`src/rtl/core/a20_pkg.sv`:
```
// Shared types, constants and codes for the A20-gated parity RAM.
`timescale 1ns / 1ps

package a20_pkg;

    localparam int unsigned RAM_BYTES  = 65536;
    localparam int unsigned ADDR_W     = $clog2(RAM_BYTES);

    localparam int unsigned OP_W       = 3;
    localparam int unsigned PHYS_W     = 32;
    localparam int unsigned SEG_W      = 16;
    localparam int unsigned ROFF_W     = 16;
    localparam int unsigned DATA_W     = 8;
    localparam int unsigned SIZE_W     = 17;
    localparam int unsigned TGT_W      = 16;
    localparam int unsigned CFG_IDX_W  = 3;
    localparam int unsigned CFG_DATA_W = 32;
    localparam int unsigned SEG_SHIFT  = 4;
    localparam int unsigned A20_POS    = 20;
    localparam int unsigned WIDE_W     = PHYS_W + 1;

    localparam int unsigned CMD_DEPTH  = 2;
    localparam int unsigned OUT_DEPTH  = 4;

    localparam logic [DATA_W-1:0] A20_PORT_FLAG   = 8'h02;
    localparam int unsigned       A20_FLAG_POS    = 1;
    localparam logic [SIZE_W-1:0] INSTALLED_RESET = 17'h1_0000;

    localparam logic [OP_W-1:0] OP_READ_PHYS  = 3'd0;
    localparam logic [OP_W-1:0] OP_WRITE_PHYS = 3'd1;
    localparam logic [OP_W-1:0] OP_READ_REAL  = 3'd2;
    localparam logic [OP_W-1:0] OP_WRITE_REAL = 3'd3;
    localparam logic [OP_W-1:0] OP_READ_PORT  = 3'd4;
    localparam logic [OP_W-1:0] OP_WRITE_PORT = 3'd5;

    localparam logic [CFG_IDX_W-1:0] CFG_WRAP_POLICY    = 3'd0;
    localparam logic [CFG_IDX_W-1:0] CFG_INSTALLED_SIZE = 3'd1;
    localparam logic [CFG_IDX_W-1:0] CFG_PARITY_SPAN    = 3'd2;
    localparam logic [CFG_IDX_W-1:0] CFG_WINDOW_ENABLE  = 3'd3;
    localparam logic [CFG_IDX_W-1:0] CFG_WINDOW_BASE    = 3'd4;
    localparam logic [CFG_IDX_W-1:0] CFG_WINDOW_TARGET  = 3'd5;
    localparam logic [CFG_IDX_W-1:0] CFG_WINDOW_LENGTH  = 3'd6;

    typedef enum logic [1:0] {
        KIND_NONE      = 2'd0,
        KIND_READ      = 2'd1,
        KIND_WRITE     = 2'd2,
        KIND_PORT_READ = 2'd3
    } cmd_kind_t;

    typedef struct packed {
        cmd_kind_t           kind;
        logic                in_range;
        logic                parity_cov;
        logic [ADDR_W-1:0]   offset;
        logic [DATA_W-1:0]   wdata;
        logic [PHYS_W-1:0]   addr;
        logic                last;
        logic                a20;
    } cmd_t;

    typedef struct packed {
        logic                status;
        logic [DATA_W-1:0]   read_data;
        logic                parity_fault;
        logic [PHYS_W-1:0]   fault_address;
    } result_t;

endpackage

```
`src/rtl/core/a20_cmd_fifo.sv`:
```
// Short command queue between the front end and the memory back end.
`timescale 1ns / 1ps

module a20_cmd_fifo (
    input  logic          clk,
    input  logic          rst_n,
    input  logic          wr_en,
    input  a20_pkg::cmd_t wr_cmd,
    output logic          q_full,
    input  logic          rd_en,
    output a20_pkg::cmd_t rd_cmd,
    output logic          q_empty
);

    localparam int unsigned PTR_W = $clog2(a20_pkg::CMD_DEPTH);
    localparam int unsigned CNT_W = $clog2(a20_pkg::CMD_DEPTH + 1);

    a20_pkg::cmd_t    entry_reg [a20_pkg::CMD_DEPTH];
    logic [PTR_W-1:0] wr_ptr_reg;
    logic [PTR_W-1:0] wr_ptr_next;
    logic [PTR_W-1:0] rd_ptr_reg;
    logic [PTR_W-1:0] rd_ptr_next;
    logic [CNT_W-1:0] count_reg;
    logic [CNT_W-1:0] count_next;
    logic             do_wr;
    logic             do_rd;

    assign q_full  = (count_reg == CNT_W'(a20_pkg::CMD_DEPTH));
    assign q_empty = (count_reg == '0);
    assign do_wr   = wr_en && !q_full;
    assign do_rd   = rd_en && !q_empty;
    assign rd_cmd  = entry_reg[rd_ptr_reg];

    always_comb
    begin
        wr_ptr_next = wr_ptr_reg;
        rd_ptr_next = rd_ptr_reg;
        count_next  = count_reg;
        if (do_wr)
        begin
            wr_ptr_next = (wr_ptr_reg == PTR_W'(a20_pkg::CMD_DEPTH - 1)) ? '0
                          : wr_ptr_reg + 1'b1;
        end
        if (do_rd)
        begin
            rd_ptr_next = (rd_ptr_reg == PTR_W'(a20_pkg::CMD_DEPTH - 1)) ? '0
                          : rd_ptr_reg + 1'b1;
        end
        if (do_wr && !do_rd)
        begin
            count_next = count_reg + 1'b1;
        end
        else if (do_rd && !do_wr)
        begin
            count_next = count_reg - 1'b1;
        end
    end

    always_ff @(posedge clk or negedge rst_n)
    begin
        if (!rst_n)
        begin
            wr_ptr_reg <= '0;
            rd_ptr_reg <= '0;
            count_reg  <= '0;
        end
        else
        begin
            wr_ptr_reg <= wr_ptr_next;
            rd_ptr_reg <= rd_ptr_next;
            count_reg  <= count_next;
        end
    end

    always_ff @(posedge clk)
    begin
        if (do_wr)
        begin
            entry_reg[wr_ptr_reg] <= wr_cmd;
        end
    end

endmodule

```
`config.mk`:
```
export PLATFORM = sky130hd
export DESIGN_NAME = a20_cmd_fifo
export DESIGN_NICKNAME = d
export VERILOG_FILES = /design/src/rtl/core/a20_pkg.sv /design/src/rtl/core/a20_cmd_fifo.sv
export SDC_FILE = /design/constraint.sdc
export NUM_CORES = 1
export LEC_CHECK = 0
export ABC_CLOCK_PERIOD_IN_PS = 3580
export BUFFER_PORTS_ARGS = -buffer_cell sky130_fd_sc_hd__buf_2
export CAP_MARGIN = 0
export CORE_MARGIN = 8
export CORE_UTILIZATION = 47
export DETAILED_ROUTE_END_ITERATION = 6
export PLACE_DENSITY = 0.77
export REMOVE_ABC_BUFFERS = 1
export SLEW_MARGIN = 20
export SYNTH_ARGS = -nofsm -noshare
export SYNTH_HDL_FRONTEND = slang
export SYNTH_SLANG_ARGS = --single-unit
```
`constraint.sdc`:
```
create_clock -name clk -period 3.58 [get_ports clk]
set_clock_uncertainty 0.05 [all_clocks]
set_input_delay 0.179 -clock clk [delete_from_list [all_inputs] [get_ports clk]]
set_output_delay 0.179 -clock clk [all_outputs]
set_load 0.03 [all_outputs]
```
# Yosys cells after proc, flatten, opt, wreduce, memory -nomap -nowiden

Memories as Yosys holds them, arrays and structs flattened.
Index checks and enable logic that the tools add are counted.

Bits in read-only memories: 0
Memories kept: 1
Logic and storage cells: 25
Latch bits: 0
Register bits: 4
Output and inout bits: 64
RAM bits: 124

Memory list:

| memory    | depth | bits a word | read ports | clocked after Yosys merged registers in | write ports | RTL line           | source |
|---|---|---|---|---|---|---|---|
| entry_reg | 2     | 62          | 1          | 0                                       | 1           | a20_cmd_fifo.sv:18 | `a20_pkg::cmd_t entry_reg [a20_pkg::CMD_DEPTH];` |

Bitwise operators: 0
$add $sub $neg: 4
Multiply operators: 0
Shift-type cells: 0
Div/mod/pow operators: 0
Multiplexer cells: 6
Reductions and logical operators: 10
Eq/ne operators: 1
Order comparisons: 0

Operators by type and width:

| operator            | count |
|---|---|
| $logic_and 1x1->1   | 4 |
| $logic_not 1->1     | 4 |
| $mux 1              | 4 |
| $mux 2              | 2 |
| $add 1x1->1 const B | 2 |
| $add 2x1->2 const B | 1 |
| $eq 2x2->1 const B  | 1 |
| $logic_not 2->1     | 1 |
| $reduce_bool 2->1   | 1 |
| $sub 2x1->2 const B | 1 |

# Depth between registers and ports, before layout

Depth in word-level cells: 7
Mapped depth: 7

# Least setup slack after synthesis

Ideal clock, no wire load.

Path kind: register -> register
Start: register count_reg[0]
End: memory entry_reg[0][0] (netlist name), enable pin
Data required time: 3.048 ns
Cell stages (with the launch flop): 4
Arrival time: 3.243 ns
Path slack: -0.195 ns
Path buffers: 0
Path through: dfrtp_1 > nand2b_1 > nand2_1 > nor2_1

Word-level cells in the longest chain between the ends: 5

RTL lines:

| element                      | RTL line           | source |
|---|---|---|
| start, declared              | a20_cmd_fifo.sv:23 | `logic [CNT_W-1:0] count_reg;` |
| start signal, assigned       | a20_cmd_fifo.sv:71 | `count_reg <= count_next;` |
| $eq 2x2->1                   | a20_cmd_fifo.sv:28 | `assign q_full = (count_reg == CNT_W'(a20_pkg::CMD_DEPTH));` |
| $logic_not 1->1              | a20_cmd_fifo.sv:30 | `assign do_wr = wr_en && !q_full;` |
| $logic_and 1x1->1            | a20_cmd_fifo.sv:30 |  |
| $mux 1                       | a20_cmd_fifo.sv:77 | `if (do_wr)` |
| $mux 1 (not written as such) | a20_cmd_fifo.sv:79 | `entry_reg[wr_ptr_reg] <= wr_cmd;` |
| end, declared                | a20_cmd_fifo.sv:18 |  |

No other way between the ends.

==> reports/metrics.csv <==
metric;value;unit
number of global-route vias before repair;2996;
final setup fails;0;
DR vias;2633;
core area;0.0103;mm^2
Worst Path Arrival;2.26;ns
1st-pass router iterations;4;
Hold Crit Class;input pin to flop;
Fin Setup TNS;0;ns
Slew @ Worst Pin;0.856;ns
post-synthesis sequential area ratio;76.9;%
Layout area overhead;40.9;%
Die Y;119;um
run status;complete, no violations;
Synth top area share;74.9;%
CP Class;flop to output pin;
Synthesis Warnings;0;
Num CTS Buffers;17;
CTS tree;yes;
crit start category;flop;
library cells used by synthesis;15;
Antenna Nets Post-Route;0;
Pleak;2.86;nW
Antenna Cells;0;
WL final;9710;um
IO Port Bufs;129;
GRT busiest layer;met2;
crit path cell chain;buf_12 -> mux2_2 -> buf_2;
fin crit share;69.6;%
Bufs and invs on worst path;2;
slowest stage delay, CP;0.91;ns
All-Layer GR Usage;14.0;%
met2 Track Usage GR;25.0;%
fill cell count;700;
Synth Instances;212;
row cnt;37;
max FFs per register;124;
grt total ovfl;0;
Power Density;885;mW/mm^2
pin count of the biggest net entering global routing;63;
post-CTS setup buffer count;0;
register area;0.00383;mm^2
Die Wd;119;um
Max Freq;401;MHz
area of the multi-input gates;0.00102;mm^2
Yosys reg bits;128;
worst skew pair latency;0.50;ns
maximum VDD drop;0.453;mV
Data required, critical path;3.35;ns
clk sinks;128;
Final Util;68.2;%
Starting Density;48.4;%
antenna violations before repair;0;
Worst-path clk slew;0.06;ns
DRC;0;
Total Power;6.20;mW
slowest CP cell;dfrtp_4;
CP top delay family;flip-flops;
die area;0.0141;mm^2
nets;489;
Period minus WS final;2.49;ns
Clock Tree Root;clkbuf_8;
initial DRC count;161;
Slew Viols, Final;0;
critical path fanouts, max;39;
post-DP HPWL;5880;um
wire length per cell;17.0;um
first-pass GRT wire length;15200;um
Max Root-Sink Buffers;2;
area leader, netlist;edfxtp_1;
I/O pin count;130;
met3 Track Usage GR;5.05;%
most frequent cells in the layout;buf_2 (129), edfxtp_1 (124), dlygate4sd3_1 (66), mux2_4 (59), clkbuf_16 (16);
Worst slew margin;43.0;%
Final GP Congestion;0.690;
layout cells sized above 1;52.6;%
Final Hold Fails;0;
vias per cell;4.61;
Cell Area, Synth;0.00497;mm^2
RSZ-0062 raised after global routing;no;
met1 GRT Util;14.3;%
Mean Syn Cell Area;23.4;um^2
max-cap violations;0;
largest cells by area after synthesis;edfxtp_1 (75%), mux2_4 (18%), buf_12 (2.4%), dfrtp_1 (2.0%), mux2_2 (0.68%);
Critical Path Sink Type;output pin;
most common cell after layout, fill and taps aside;buf_2;
CTS H-tree depth;4;
[per-stage QoR]
stage	hold slack [ns]	instances	setup slack [ns]	instance area, um^2
global placement	-0.0602	473	1.57	5700
CTS	0.314	571	1.02	7010
global route	0.329	571	0.976	7010
detailed placement	-0.0572	473	1.57	5700
floorplan	-0.167	205	-0.195	4840
finish	0.348	571	1.09	7010
[kinds of logic after synthesis]
group / Yosys count / share of synthesized area (%)
buffers and inverters: 9 / 2.79
multiplexers: 62 / 18.5
XOR/XNOR: 5 / 0.881
AND/OR/NAND/NOR: 6 / 0.554
flip-flops: 128 / 76.9
AO/OA/AOI/OAI: 1 / 0.101
adder cells (fa/ha/maj): 1 / 0.252
[final timing paths]
kind,from,end,slack [ns],cells after the start
worst min register to register,count_reg[1],count_reg[1],0.47,1
min in group asynchronous,rst_n,count_reg[1],0.53,3
worst max register to register,count_reg[0],entry_reg[0][11],1.62,4
worst min-delay path,wr_cmd[38],entry_reg[0][38],0.35,2
max in group asynchronous,rst_n,rd_ptr_reg,2.75,3
worst max-delay path,rd_ptr_reg,rd_cmd[44],1.09,3
[metal layers]
layer	share of wire, %	wire [um]
met5	0	0
met4	1.6	155
met3	6.2	598
met2	53	5160
met1	39	3790
[cell type report]
cell class / instances / area share, %
Multi-Input combinational cell: 75 / 14.5
Tap cell: 136 / 2.43
Clock inverter: 14 / 3.05
Timing Repair Buffer: 198 / 19.1
Sequential cell: 128 / 54.6
Inverter: 2 / 0.107
Clock buffer: 18 / 6.11
[power breakdown]
part / internal (mW) / switching, mW
logic: 0.879 / 1.22
clock network: 1.22 / 0.606
registers: 2.06 / 0.219
[cell usage after synthesis]
cell type	n
inv_1	2
xnor2_1	3
dfrtp_1	4
nor2_1	3
mux2_2	3
buf_6	1
buf_12	6
nand2b_1	1
nand2_1	1
mux2_4	59
and3_1	1
edfxtp_1	124
o21ai_1	1
xor2_1	2
ha_1	1
[timing repair]
item,CTS,global route
gates resized for setup,0,0
hold endpoints to repair,130,0
hold buffers,66,0
Note: power is estimated with default switching activity, not from simulation.
