==> src/rtl/core/a20_pkg.sv <==
// Shared types, constants and codes for the A20-gated parity RAM.
`timescale 1ns / 1ps

package a20_pkg;

    localparam int unsigned RAM_BYTES  = 65536;
    localparam int unsigned ADDR_W     = $clog2(RAM_BYTES);

    localparam int unsigned OP_W       = 3;
    localparam int unsigned PHYS_W     = 32;
    localparam int unsigned SEG_W      = 16;
    localparam int unsigned ROFF_W     = 16;
    localparam int unsigned DATA_W     = 8;
    localparam int unsigned SIZE_W     = 17;
    localparam int unsigned TGT_W      = 16;
    localparam int unsigned CFG_IDX_W  = 3;
    localparam int unsigned CFG_DATA_W = 32;
    localparam int unsigned SEG_SHIFT  = 4;
    localparam int unsigned A20_POS    = 20;
    localparam int unsigned WIDE_W     = PHYS_W + 1;

    localparam int unsigned CMD_DEPTH  = 2;
    localparam int unsigned OUT_DEPTH  = 4;

    localparam logic [DATA_W-1:0] A20_PORT_FLAG   = 8'h02;
    localparam int unsigned       A20_FLAG_POS    = 1;
    localparam logic [SIZE_W-1:0] INSTALLED_RESET = 17'h1_0000;

    localparam logic [OP_W-1:0] OP_READ_PHYS  = 3'd0;
    localparam logic [OP_W-1:0] OP_WRITE_PHYS = 3'd1;
    localparam logic [OP_W-1:0] OP_READ_REAL  = 3'd2;
    localparam logic [OP_W-1:0] OP_WRITE_REAL = 3'd3;
    localparam logic [OP_W-1:0] OP_READ_PORT  = 3'd4;
    localparam logic [OP_W-1:0] OP_WRITE_PORT = 3'd5;

    localparam logic [CFG_IDX_W-1:0] CFG_WRAP_POLICY    = 3'd0;
    localparam logic [CFG_IDX_W-1:0] CFG_INSTALLED_SIZE = 3'd1;
    localparam logic [CFG_IDX_W-1:0] CFG_PARITY_SPAN    = 3'd2;
    localparam logic [CFG_IDX_W-1:0] CFG_WINDOW_ENABLE  = 3'd3;
    localparam logic [CFG_IDX_W-1:0] CFG_WINDOW_BASE    = 3'd4;
    localparam logic [CFG_IDX_W-1:0] CFG_WINDOW_TARGET  = 3'd5;
    localparam logic [CFG_IDX_W-1:0] CFG_WINDOW_LENGTH  = 3'd6;

    typedef enum logic [1:0] {
        KIND_NONE      = 2'd0,
        KIND_READ      = 2'd1,
        KIND_WRITE     = 2'd2,
        KIND_PORT_READ = 2'd3
    } cmd_kind_t;

    typedef struct packed {
        cmd_kind_t           kind;
        logic                in_range;
        logic                parity_cov;
        logic [ADDR_W-1:0]   offset;
        logic [DATA_W-1:0]   wdata;
        logic [PHYS_W-1:0]   addr;
        logic                last;
        logic                a20;
    } cmd_t;

    typedef struct packed {
        logic                status;
        logic [DATA_W-1:0]   read_data;
        logic                parity_fault;
        logic [PHYS_W-1:0]   fault_address;
    } result_t;

endpackage

==> src/rtl/core/a20_front.sv <==
// Front end: configuration registers, A20 gate, address decode and classification.
`timescale 1ns / 1ps

module a20_front (
    input  logic                           clk,
    input  logic                           rst_n,
    input  logic                           push,
    output logic                           full,
    input  logic [a20_pkg::OP_W-1:0]       op,
    input  logic [a20_pkg::PHYS_W-1:0]     phys_address,
    input  logic [a20_pkg::SEG_W-1:0]      segment,
    input  logic [a20_pkg::ROFF_W-1:0]     real_offset,
    input  logic [a20_pkg::DATA_W-1:0]     write_data,
    input  logic                           access_last,
    input  logic                           cfg_valid,
    output logic                           cfg_ready,
    input  logic [a20_pkg::CFG_IDX_W-1:0]  cfg_index,
    input  logic [a20_pkg::CFG_DATA_W-1:0] cfg_data,
    input  logic                           clearing,
    input  logic                           q_full,
    output logic                           q_push,
    output a20_pkg::cmd_t                  q_cmd
);

    logic                          wrap_policy_reg;
    logic [a20_pkg::SIZE_W-1:0]    installed_size_reg;
    logic [a20_pkg::SIZE_W-1:0]    parity_span_reg;
    logic                          window_enable_reg;
    logic [a20_pkg::PHYS_W-1:0]    window_base_reg;
    logic [a20_pkg::TGT_W-1:0]     window_target_reg;
    logic [a20_pkg::SIZE_W-1:0]    window_length_reg;
    logic                          a20_on_reg;
    logic                          a20_on_next;

    logic                          a_valid_reg;
    logic                          a_valid_next;
    a20_pkg::cmd_kind_t            a_kind_reg;
    logic [a20_pkg::PHYS_W-1:0]    a_addr_reg;
    logic [a20_pkg::PHYS_W-1:0]    a_fold_reg;
    logic [a20_pkg::DATA_W-1:0]    a_wdata_reg;
    logic                          a_last_reg;
    logic                          a_a20_reg;

    logic                          accept;
    logic                          is_real;
    logic [a20_pkg::PHYS_W-1:0]    linear;
    logic [a20_pkg::PHYS_W-1:0]    raw_addr;
    logic [a20_pkg::PHYS_W-1:0]    folded;
    a20_pkg::cmd_kind_t            kind;

    logic [a20_pkg::PHYS_W-1:0]    diff;
    logic                          win_hit;
    logic [a20_pkg::WIDE_W-1:0]    off_full;
    logic [a20_pkg::WIDE_W-1:0]    inst_eff;
    logic [a20_pkg::WIDE_W-1:0]    span_eff;

    function automatic logic [a20_pkg::PHYS_W-1:0] fold_a20(
        input logic [a20_pkg::PHYS_W-1:0] addr,
        input logic                       gate_on,
        input logic                       policy
    );
        logic [a20_pkg::PHYS_W-1:0] res;
        res = addr;
        if (!gate_on)
        begin
            if (!policy || (addr[a20_pkg::PHYS_W-1:a20_pkg::A20_POS+1] == '0))
            begin
                res[a20_pkg::A20_POS] = 1'b0;
            end
        end
        return res;
    endfunction

    assign cfg_ready = 1'b1;
    assign full      = clearing || (a_valid_reg && q_full);
    assign accept    = push && !full;
    assign q_push    = a_valid_reg && !q_full;

    // Input side: real-mode linear address, A20 fold and operation class.
    always_comb
    begin
        is_real  = (op == a20_pkg::OP_READ_REAL) || (op == a20_pkg::OP_WRITE_REAL);
        linear   = (a20_pkg::PHYS_W'(segment) << a20_pkg::SEG_SHIFT)
                   + a20_pkg::PHYS_W'(real_offset);
        raw_addr = is_real ? linear : phys_address;
        folded   = fold_a20(raw_addr, a20_on_reg, wrap_policy_reg);
        unique case (op)
            a20_pkg::OP_READ_PHYS, a20_pkg::OP_READ_REAL:   kind = a20_pkg::KIND_READ;
            a20_pkg::OP_WRITE_PHYS, a20_pkg::OP_WRITE_REAL: kind = a20_pkg::KIND_WRITE;
            a20_pkg::OP_READ_PORT:                          kind = a20_pkg::KIND_PORT_READ;
            default:                                        kind = a20_pkg::KIND_NONE;
        endcase
        a20_on_next = a20_on_reg;
        if (accept && (op == a20_pkg::OP_WRITE_PORT))
        begin
            a20_on_next = write_data[a20_pkg::A20_FLAG_POS];
        end
        a_valid_next = a_valid_reg;
        if (accept)
        begin
            a_valid_next = 1'b1;
        end
        else if (q_push)
        begin
            a_valid_next = 1'b0;
        end
    end

    always_ff @(posedge clk or negedge rst_n)
    begin
        if (!rst_n)
        begin
            wrap_policy_reg    <= 1'b0;
            installed_size_reg <= a20_pkg::INSTALLED_RESET;
            parity_span_reg    <= '0;
            window_enable_reg  <= 1'b0;
            window_base_reg    <= '0;
            window_target_reg  <= '0;
            window_length_reg  <= '0;
            a20_on_reg         <= 1'b0;
            a_valid_reg        <= 1'b0;
        end
        else
        begin
            a20_on_reg  <= a20_on_next;
            a_valid_reg <= a_valid_next;
            if (cfg_valid && cfg_ready)
            begin
                unique case (cfg_index)
                    a20_pkg::CFG_WRAP_POLICY:    wrap_policy_reg    <= cfg_data[0];
                    a20_pkg::CFG_INSTALLED_SIZE:
                        installed_size_reg <= cfg_data[a20_pkg::SIZE_W-1:0];
                    a20_pkg::CFG_PARITY_SPAN:
                        parity_span_reg    <= cfg_data[a20_pkg::SIZE_W-1:0];
                    a20_pkg::CFG_WINDOW_ENABLE:  window_enable_reg  <= cfg_data[0];
                    a20_pkg::CFG_WINDOW_BASE:
                        window_base_reg    <= cfg_data[a20_pkg::PHYS_W-1:0];
                    a20_pkg::CFG_WINDOW_TARGET:
                        window_target_reg  <= cfg_data[a20_pkg::TGT_W-1:0];
                    a20_pkg::CFG_WINDOW_LENGTH:
                        window_length_reg  <= cfg_data[a20_pkg::SIZE_W-1:0];
                    default:
                    begin
                    end
                endcase
            end
        end
    end

    always_ff @(posedge clk)
    begin
        if (accept)
        begin
            a_kind_reg  <= kind;
            a_addr_reg  <= is_real ? folded : phys_address;
            a_fold_reg  <= folded;
            a_wdata_reg <= write_data;
            a_last_reg  <= access_last;
            a_a20_reg   <= a20_on_reg;
        end
    end

    // Second step: remap window, backing offset, range and parity coverage.
    always_comb
    begin
        diff    = a_addr_reg - window_base_reg;
        win_hit = window_enable_reg && (a_addr_reg >= window_base_reg)
                  && (diff[a20_pkg::PHYS_W-1:a20_pkg::SIZE_W] == '0)
                  && (diff[a20_pkg::SIZE_W-1:0] < window_length_reg);
        if (win_hit)
        begin
            off_full = a20_pkg::WIDE_W'(window_target_reg)
                       + a20_pkg::WIDE_W'(diff[a20_pkg::SIZE_W-1:0]);
        end
        else
        begin
            off_full = a20_pkg::WIDE_W'(a_fold_reg);
        end
        inst_eff = (a20_pkg::WIDE_W'(installed_size_reg) > a20_pkg::WIDE_W'(a20_pkg::RAM_BYTES))
                   ? a20_pkg::WIDE_W'(a20_pkg::RAM_BYTES)
                   : a20_pkg::WIDE_W'(installed_size_reg);
        span_eff = (a20_pkg::WIDE_W'(parity_span_reg) > a20_pkg::WIDE_W'(a20_pkg::RAM_BYTES))
                   ? a20_pkg::WIDE_W'(a20_pkg::RAM_BYTES)
                   : a20_pkg::WIDE_W'(parity_span_reg);
        q_cmd.kind       = a_kind_reg;
        q_cmd.in_range   = off_full < inst_eff;
        q_cmd.parity_cov = off_full < span_eff;
        q_cmd.offset     = off_full[a20_pkg::ADDR_W-1:0];
        q_cmd.wdata      = a_wdata_reg;
        q_cmd.addr       = a_addr_reg;
        q_cmd.last       = a_last_reg;
        q_cmd.a20        = a_a20_reg;
    end

endmodule

==> config.mk <==
export PLATFORM = sky130hd
export DESIGN_NAME = a20_front
export DESIGN_NICKNAME = d
export VERILOG_FILES = /design/src/rtl/core/a20_pkg.sv /design/src/rtl/core/a20_front.sv
export SDC_FILE = /design/constraint.sdc
export NUM_CORES = 1
export LEC_CHECK = 0
export BUFFER_PORTS_ARGS = -buffer_cell sky130_fd_sc_hd__buf_2
export CORE_MARGIN = 4
export CORE_UTILIZATION = 45
export DETAILED_ROUTE_END_ITERATION = 8
export PLACE_DENSITY = 0.66
export SETUP_SLACK_MARGIN = 0.5
export SLEW_MARGIN = 40
export SYNTH_ARGS = -nofsm -noshare
export SYNTH_HDL_FRONTEND = slang
export SYNTH_SLANG_ARGS = --single-unit
==> constraint.sdc <==
create_clock -name clk -period 17.03 [get_ports clk]
set_input_delay 0.8515 -clock clk [delete_from_list [all_inputs] [get_ports clk]]
set_output_delay 0.8515 -clock clk [all_outputs]
set_load 0.05 [all_outputs]
== Word-level counts from Yosys, hierarchy flattened ==
Index checks and enable logic that the tools add are counted.
Storage, ports and cells
  bits in registers: 179
  logic and storage cells: 72
  input port bits: 117
  output and inout bits: 65
Operators by class
  eq/ne operators: 11
  $add $sub $neg: 3
  muxes and demuxes: 10
  reduce and logical (&&, ||, !) cells: 27
  $lt $le $gt $ge: 6
Operators with widths (count)
  $mux 32: 3
  $lt 33x17->1: 2
  $gt 17x17->1 const B: 2
  $mux 17: 2
  $ge 32x32->1: 1
  $sub 32x32->32: 1
  $add 20x16->21: 1
  $add 16x17->18: 1
  $lt 17x17->1: 1
  $eq 3x3->1 const B: 5
  $logic_not 15->1: 1
  $reduce_and 2->1: 7
  $eq 3x2->1 const B: 4
  $logic_not 11->1: 1
  $logic_and 1x1->1: 7
  $eq 3x1->1 const B: 2
  $logic_not 3->1: 2
  $pmux 2 s3: 1
  $mux 1: 4
  $reduce_or 2->1: 2
  $logic_not 1->1: 3
  $logic_or 1x1->1: 3
  $reduce_bool 2->1: 1

== Depth between registers and ports, before layout ==
  word-level depth: 8
  gate-level depth with buffers: 33
  gate-level depth less buffers: 31

== Worst setup path before layout ==
No wires, ideal clock.
  path kind: reg-to-output
  start point: reg a_addr_reg[0] (netlist bit)
  end point: out q_cmd[59] (netlist bit)
  path slack: 8868 ps
  buffers on the path: 1
  required time: 16178 ps
  stages on the path, launching flop included: 31
  arrival: 7310 ps
  cells stage by stage: edfxtp_1 > inv_1 > ha_1 > fa_1 > nand2b_1 > a21oi_1 > o22a_2 > a21oi_1 > o21a_1 > xnor2_1 > ha_1 > nor4b_1 > o221ai_1 > a2111oi_0 > nand4_1 > nor4_4 > nand3_1 > clkbuf_1 > o21ai_0 > ha_1 > a21oi_1 > nor2b_1 > o21ai_0 > nand2b_1 > a21oi_1 > nor2b_1 > o21ai_0 > nand2b_1 > a21oi_1 > o211ai_1 > a21oi_1
RTL lines
  start: declaration: RTL line a20_front.sv:38  | logic [a20_pkg::PHYS_W-1:0] a_addr_reg;
  start signal: assignment: RTL line a20_front.sv:155  | a_addr_reg <= is_real ? folded : phys_address;
  end: declaration: RTL line a20_front.sv:22  | output a20_pkg::cmd_t q_cmd

==> results.md <==
- Post-CTS Setup Bufs: 0
- Clk_lat worst skew: 0.43 ns
- Psw: 0.5960 mW
- Layout cells sized above 1: approximately a quarter
- Chip Width: 162.6 µm
- Most used DFF post-synth: dfrtp_1
- Max Slew Vio Count: 0
- TNS Setup: 0 ns
- Worst-Margin Slew: 0.6447 ns
- Initial drt markers: 738
- Post-route clock skew: 0.01344 ns
- Final GP Congestion: 0.9429
- RSZ-0062 raised after global routing: false
- # clock sinks: approximately 150
- Vias per cell: 5.619
- Crit. Startpoint: a_addr_reg[0]$_DFFE_PP_
- Slew HR: 56.91%
- H-Tree Depth: 4
- Grt ovf: 0
- Multi-input gate area: 0.006131 mm²
- CP max-delay cell: a21oi_1
- Cells on worst reg2reg path: 4
- Synthesized flop and latch total: approximately 150
- Initial Util: 45.82%
- DR vias: 9091
- Mapped cell area: ~0.011 mm²
- Reg2reg setup slack: 15.27 ns
- Residual DRC count: 0
- EDFF count, synth: 45
- Die H: 162.6 µm
- Num rows: 56
- ANT nets after route: 0
- Synth top area cells: dfrtp_1, edfxtp_1, ha_1
- Pint: 0.9254 mW
- Final layout net count: 1512
- First-pass GRT wire length: 48450 µm
- FILL cells: 2147
- MaxCap Viol Count: 0
- Yosys cell types: 74
- Class of the worst hold path: in -> async
- Post-detail-place hpwl: ~24000 µm
- Crit path kind: reg -> out
- Pre-Repair DR Iteration Count: 5
- RR Endpoint: a20_on_reg$_DFFE_PN0P_
- FF/Latch Area: 0.003930 mm²
- Net Sw Frac: 39.17%
- Largest area contributor in the netlist: dfrtp_1
- Syn Inst Count: between 1000 and 1500
- Reg clk slew, reported paths: 0.07 ns
- Num ports: 182
- Max incr delay on CP: between 0.4 and 0.5 ns
- Hold buffer count at cts: 0
- CTS buffer count: 17
- Vias in the first global route: between 8000 and 9000
- Reg2reg start: a_valid_reg$_DFFE_PN0P_
- Clock tree root buffer cell: clkbuf_16
- Synth Net Count: 1379
- Sequential fraction of the synthesis area: a little over a third
- Post-DR wirelength/cell: 18.95 µm
- Syn avg cell area: 9.327 µm²
- Crit start category: flop
- Sequential share of power: 30.7%
- Final WL: 30650 µm
- Ant. Diodes: 0
- VDD IR-drop max: 0.07117 mV
- Pwr/cell area: around 120 mW/mm²
- PortBufs: between 150 and 200
- Fin crit share: 48.47%
- Clock buffer depth: 2
- Setup crit end: q_cmd[59]
- Top cell by count, worst path: a21oi_1
- Die ar.: approximately 0.026 mm²
- Area share of the largest cell type after synthesis: about a quarter
- Gate power share: 43.7%
- Status: complete, no violations
- Minimum clock period: between 8 and 9 ns
- Async S/R FF share, synth: between 60% and 70%
- Yosys warnings: 0
- Initial antenna violation count: 2
- P&R area growth vs syn: 14.57%
- Crit path capture type: output port
- CP max FO: 30
- DP Worst Slack: roughly 9.3 ns
- Worst path arrival time: approximately 7.4 ns
- Final number of setup-violating endpoints: 0
- Total track usage: between 20% and 30%
- Post-cts sizing count: 0
- CTS tree: done
- Core footprint: 0.02347 mm²
- FMAX: 121.2 MHz
- WP data required: 16.18 ns
- Hold Vio Cnt, Final: 0
- Largest net degree at the start of global routing: 64
- Clk pwr share: 25.6%
- LEAKAGE: between 5 and 6 nW
- Post-route setup slack: slightly below 9 ns
## metal layers
layer | vias up | GRT usage, % | part of all wire [%]
li1 | 4405 | - | -
met1 | 4351 | 32.34 | 46
met2 | 284 | 36.47 | 45
met3 | 51 | 5.062 | 6.4
met4 | 0 | 7.892 | 2.9
met5 | - | 0 | 0
## cell type report
cell class                      count  share of cell area [%]
Inverter                           76                   2.315
Timing Repair Buffer              188                   7.850
Tap cell                          319                   3.240
Clock inverter                     11                  0.9343
Clock buffer                       21                   4.001
Multi-Input combinational cell    855                   49.76
Sequential cell                   148                   31.90
## synth_stat cells, drive strengths merged (28+ instances only)
master and n:
nor2 46, a21oi 70, edfxtp 45, ha 106
dfrtp 102, mux2 75, clkbuf 28, buf 46
o21ai 104, inv 74, xnor2 29, nand2 146
## cell usage in the layout, fill, tap and decap left out, types with 7 or more instances in the layout
| cell | instances |
|---|---|
| xor2_1 | 10 |
| ha_1 | 106 |
| nor2b_1 | 14 |
| nand2_1 | 146 |
| o31ai_1 | 7 |
| mux2_2 | 75 |
| dfrtp_1 | 102 |
| xnor2_1 | 29 |
| edfxtp_1 | 45 |
| nand3_1 | 15 |
| o21a_1 | 15 |
| nor2_1 | 46 |
| and2_1 | 11 |
| clkbuf_16 | 19 |
| nor3_1 | 13 |
| o211ai_1 | 9 |
| o21ai_0 | 103 |
| mux2i_1 | 9 |
| a21o_1 | 22 |
| a21oi_1 | 70 |
| inv_1 | 74 |
| buf_4 | 8 |
| nand4_1 | 17 |
| o2111ai_1 | 7 |
| buf_2 | 179 |
| nor4_1 | 18 |
| nand2b_1 | 16 |
## power groups by stage
| stage | combinational [mW] | sequential, mW | clock [mW] |
|---|---|---|---|
| final | 0.665 | 0.468 | 0.389 |
| after floorplan | 0.499 | 0.461 | 0 |
| after global routing | 0.738 | 0.475 | 0.411 |
| after global placement | 0.650 | 0.471 | 0 |
| after CTS | 0.658 | 0.467 | 0.397 |
| after detailed placement | 0.652 | 0.473 | 0 |
## metrics by stage
step | power (mW) | util, % | instance area, µm² | hold WS [ns] | cells
5_1_grt | 1.624 | 52.49 | 12320 | 0.4283 | 1618
6_report | 1.521 | 52.49 | 12320 | 0.3914 | 1618
2_1_floorplan | 0.9598 | - | 10750 | 0.4419 | 1153
3_5_place_dp | 1.125 | 49.88 | 11710 | 0.4699 | 1586
3_3_place_gp | 1.121 | 49.81 | 11690 | 0.4560 | 1584
4_1_cts | 1.522 | 52.47 | 12320 | 0.4059 | 1618
## critical path, delay by kind of cell (launching register included)
kind	cells	cell delay (ns)
AOI/OAI and AO/OA	13	2.50
buffers and inverters	3	0.61
xor gates and xnor gates	1	0.34
and+or+nand+nor	11	1.82
adders and majority gates	4	1.27
DFF	1	0.40
## worst min path at each step
stage | end | slack, ns | cells after the start
2_1_floorplan | a_a20_reg$_DFFE_PP_ | 0.44 | 0
3_3_place_gp | a_a20_reg$_DFFE_PP_ | 0.46 | 0
3_5_place_dp | a_a20_reg$_DFFE_PP_ | 0.47 | 0
4_1_cts | a_valid_reg$_DFFE_PN0P_ | 0.41 | 1
5_1_grt | a_valid_reg$_DFFE_PN0P_ | 0.43 | 1
6_report | a_valid_reg$_DFFE_PN0P_ | 0.39 | 1
## cell families after synthesis
| logic type | count (synthesis) | synth area share [%] |
|---|---|---|
| compound gates | 289 | 16.86 |
| flops | 148 | 36.54 |
| fa+ha+maj | 109 | 12.89 |
| other cells | 1 | 0.03487 |
| buf+inv | 150 | 6.620 |
| xor+xnor | 39 | 3.176 |
| simple gates | 333 | 15.18 |
| mux | 84 | 8.691 |
Note: power is estimated with default switching activity, not from simulation.
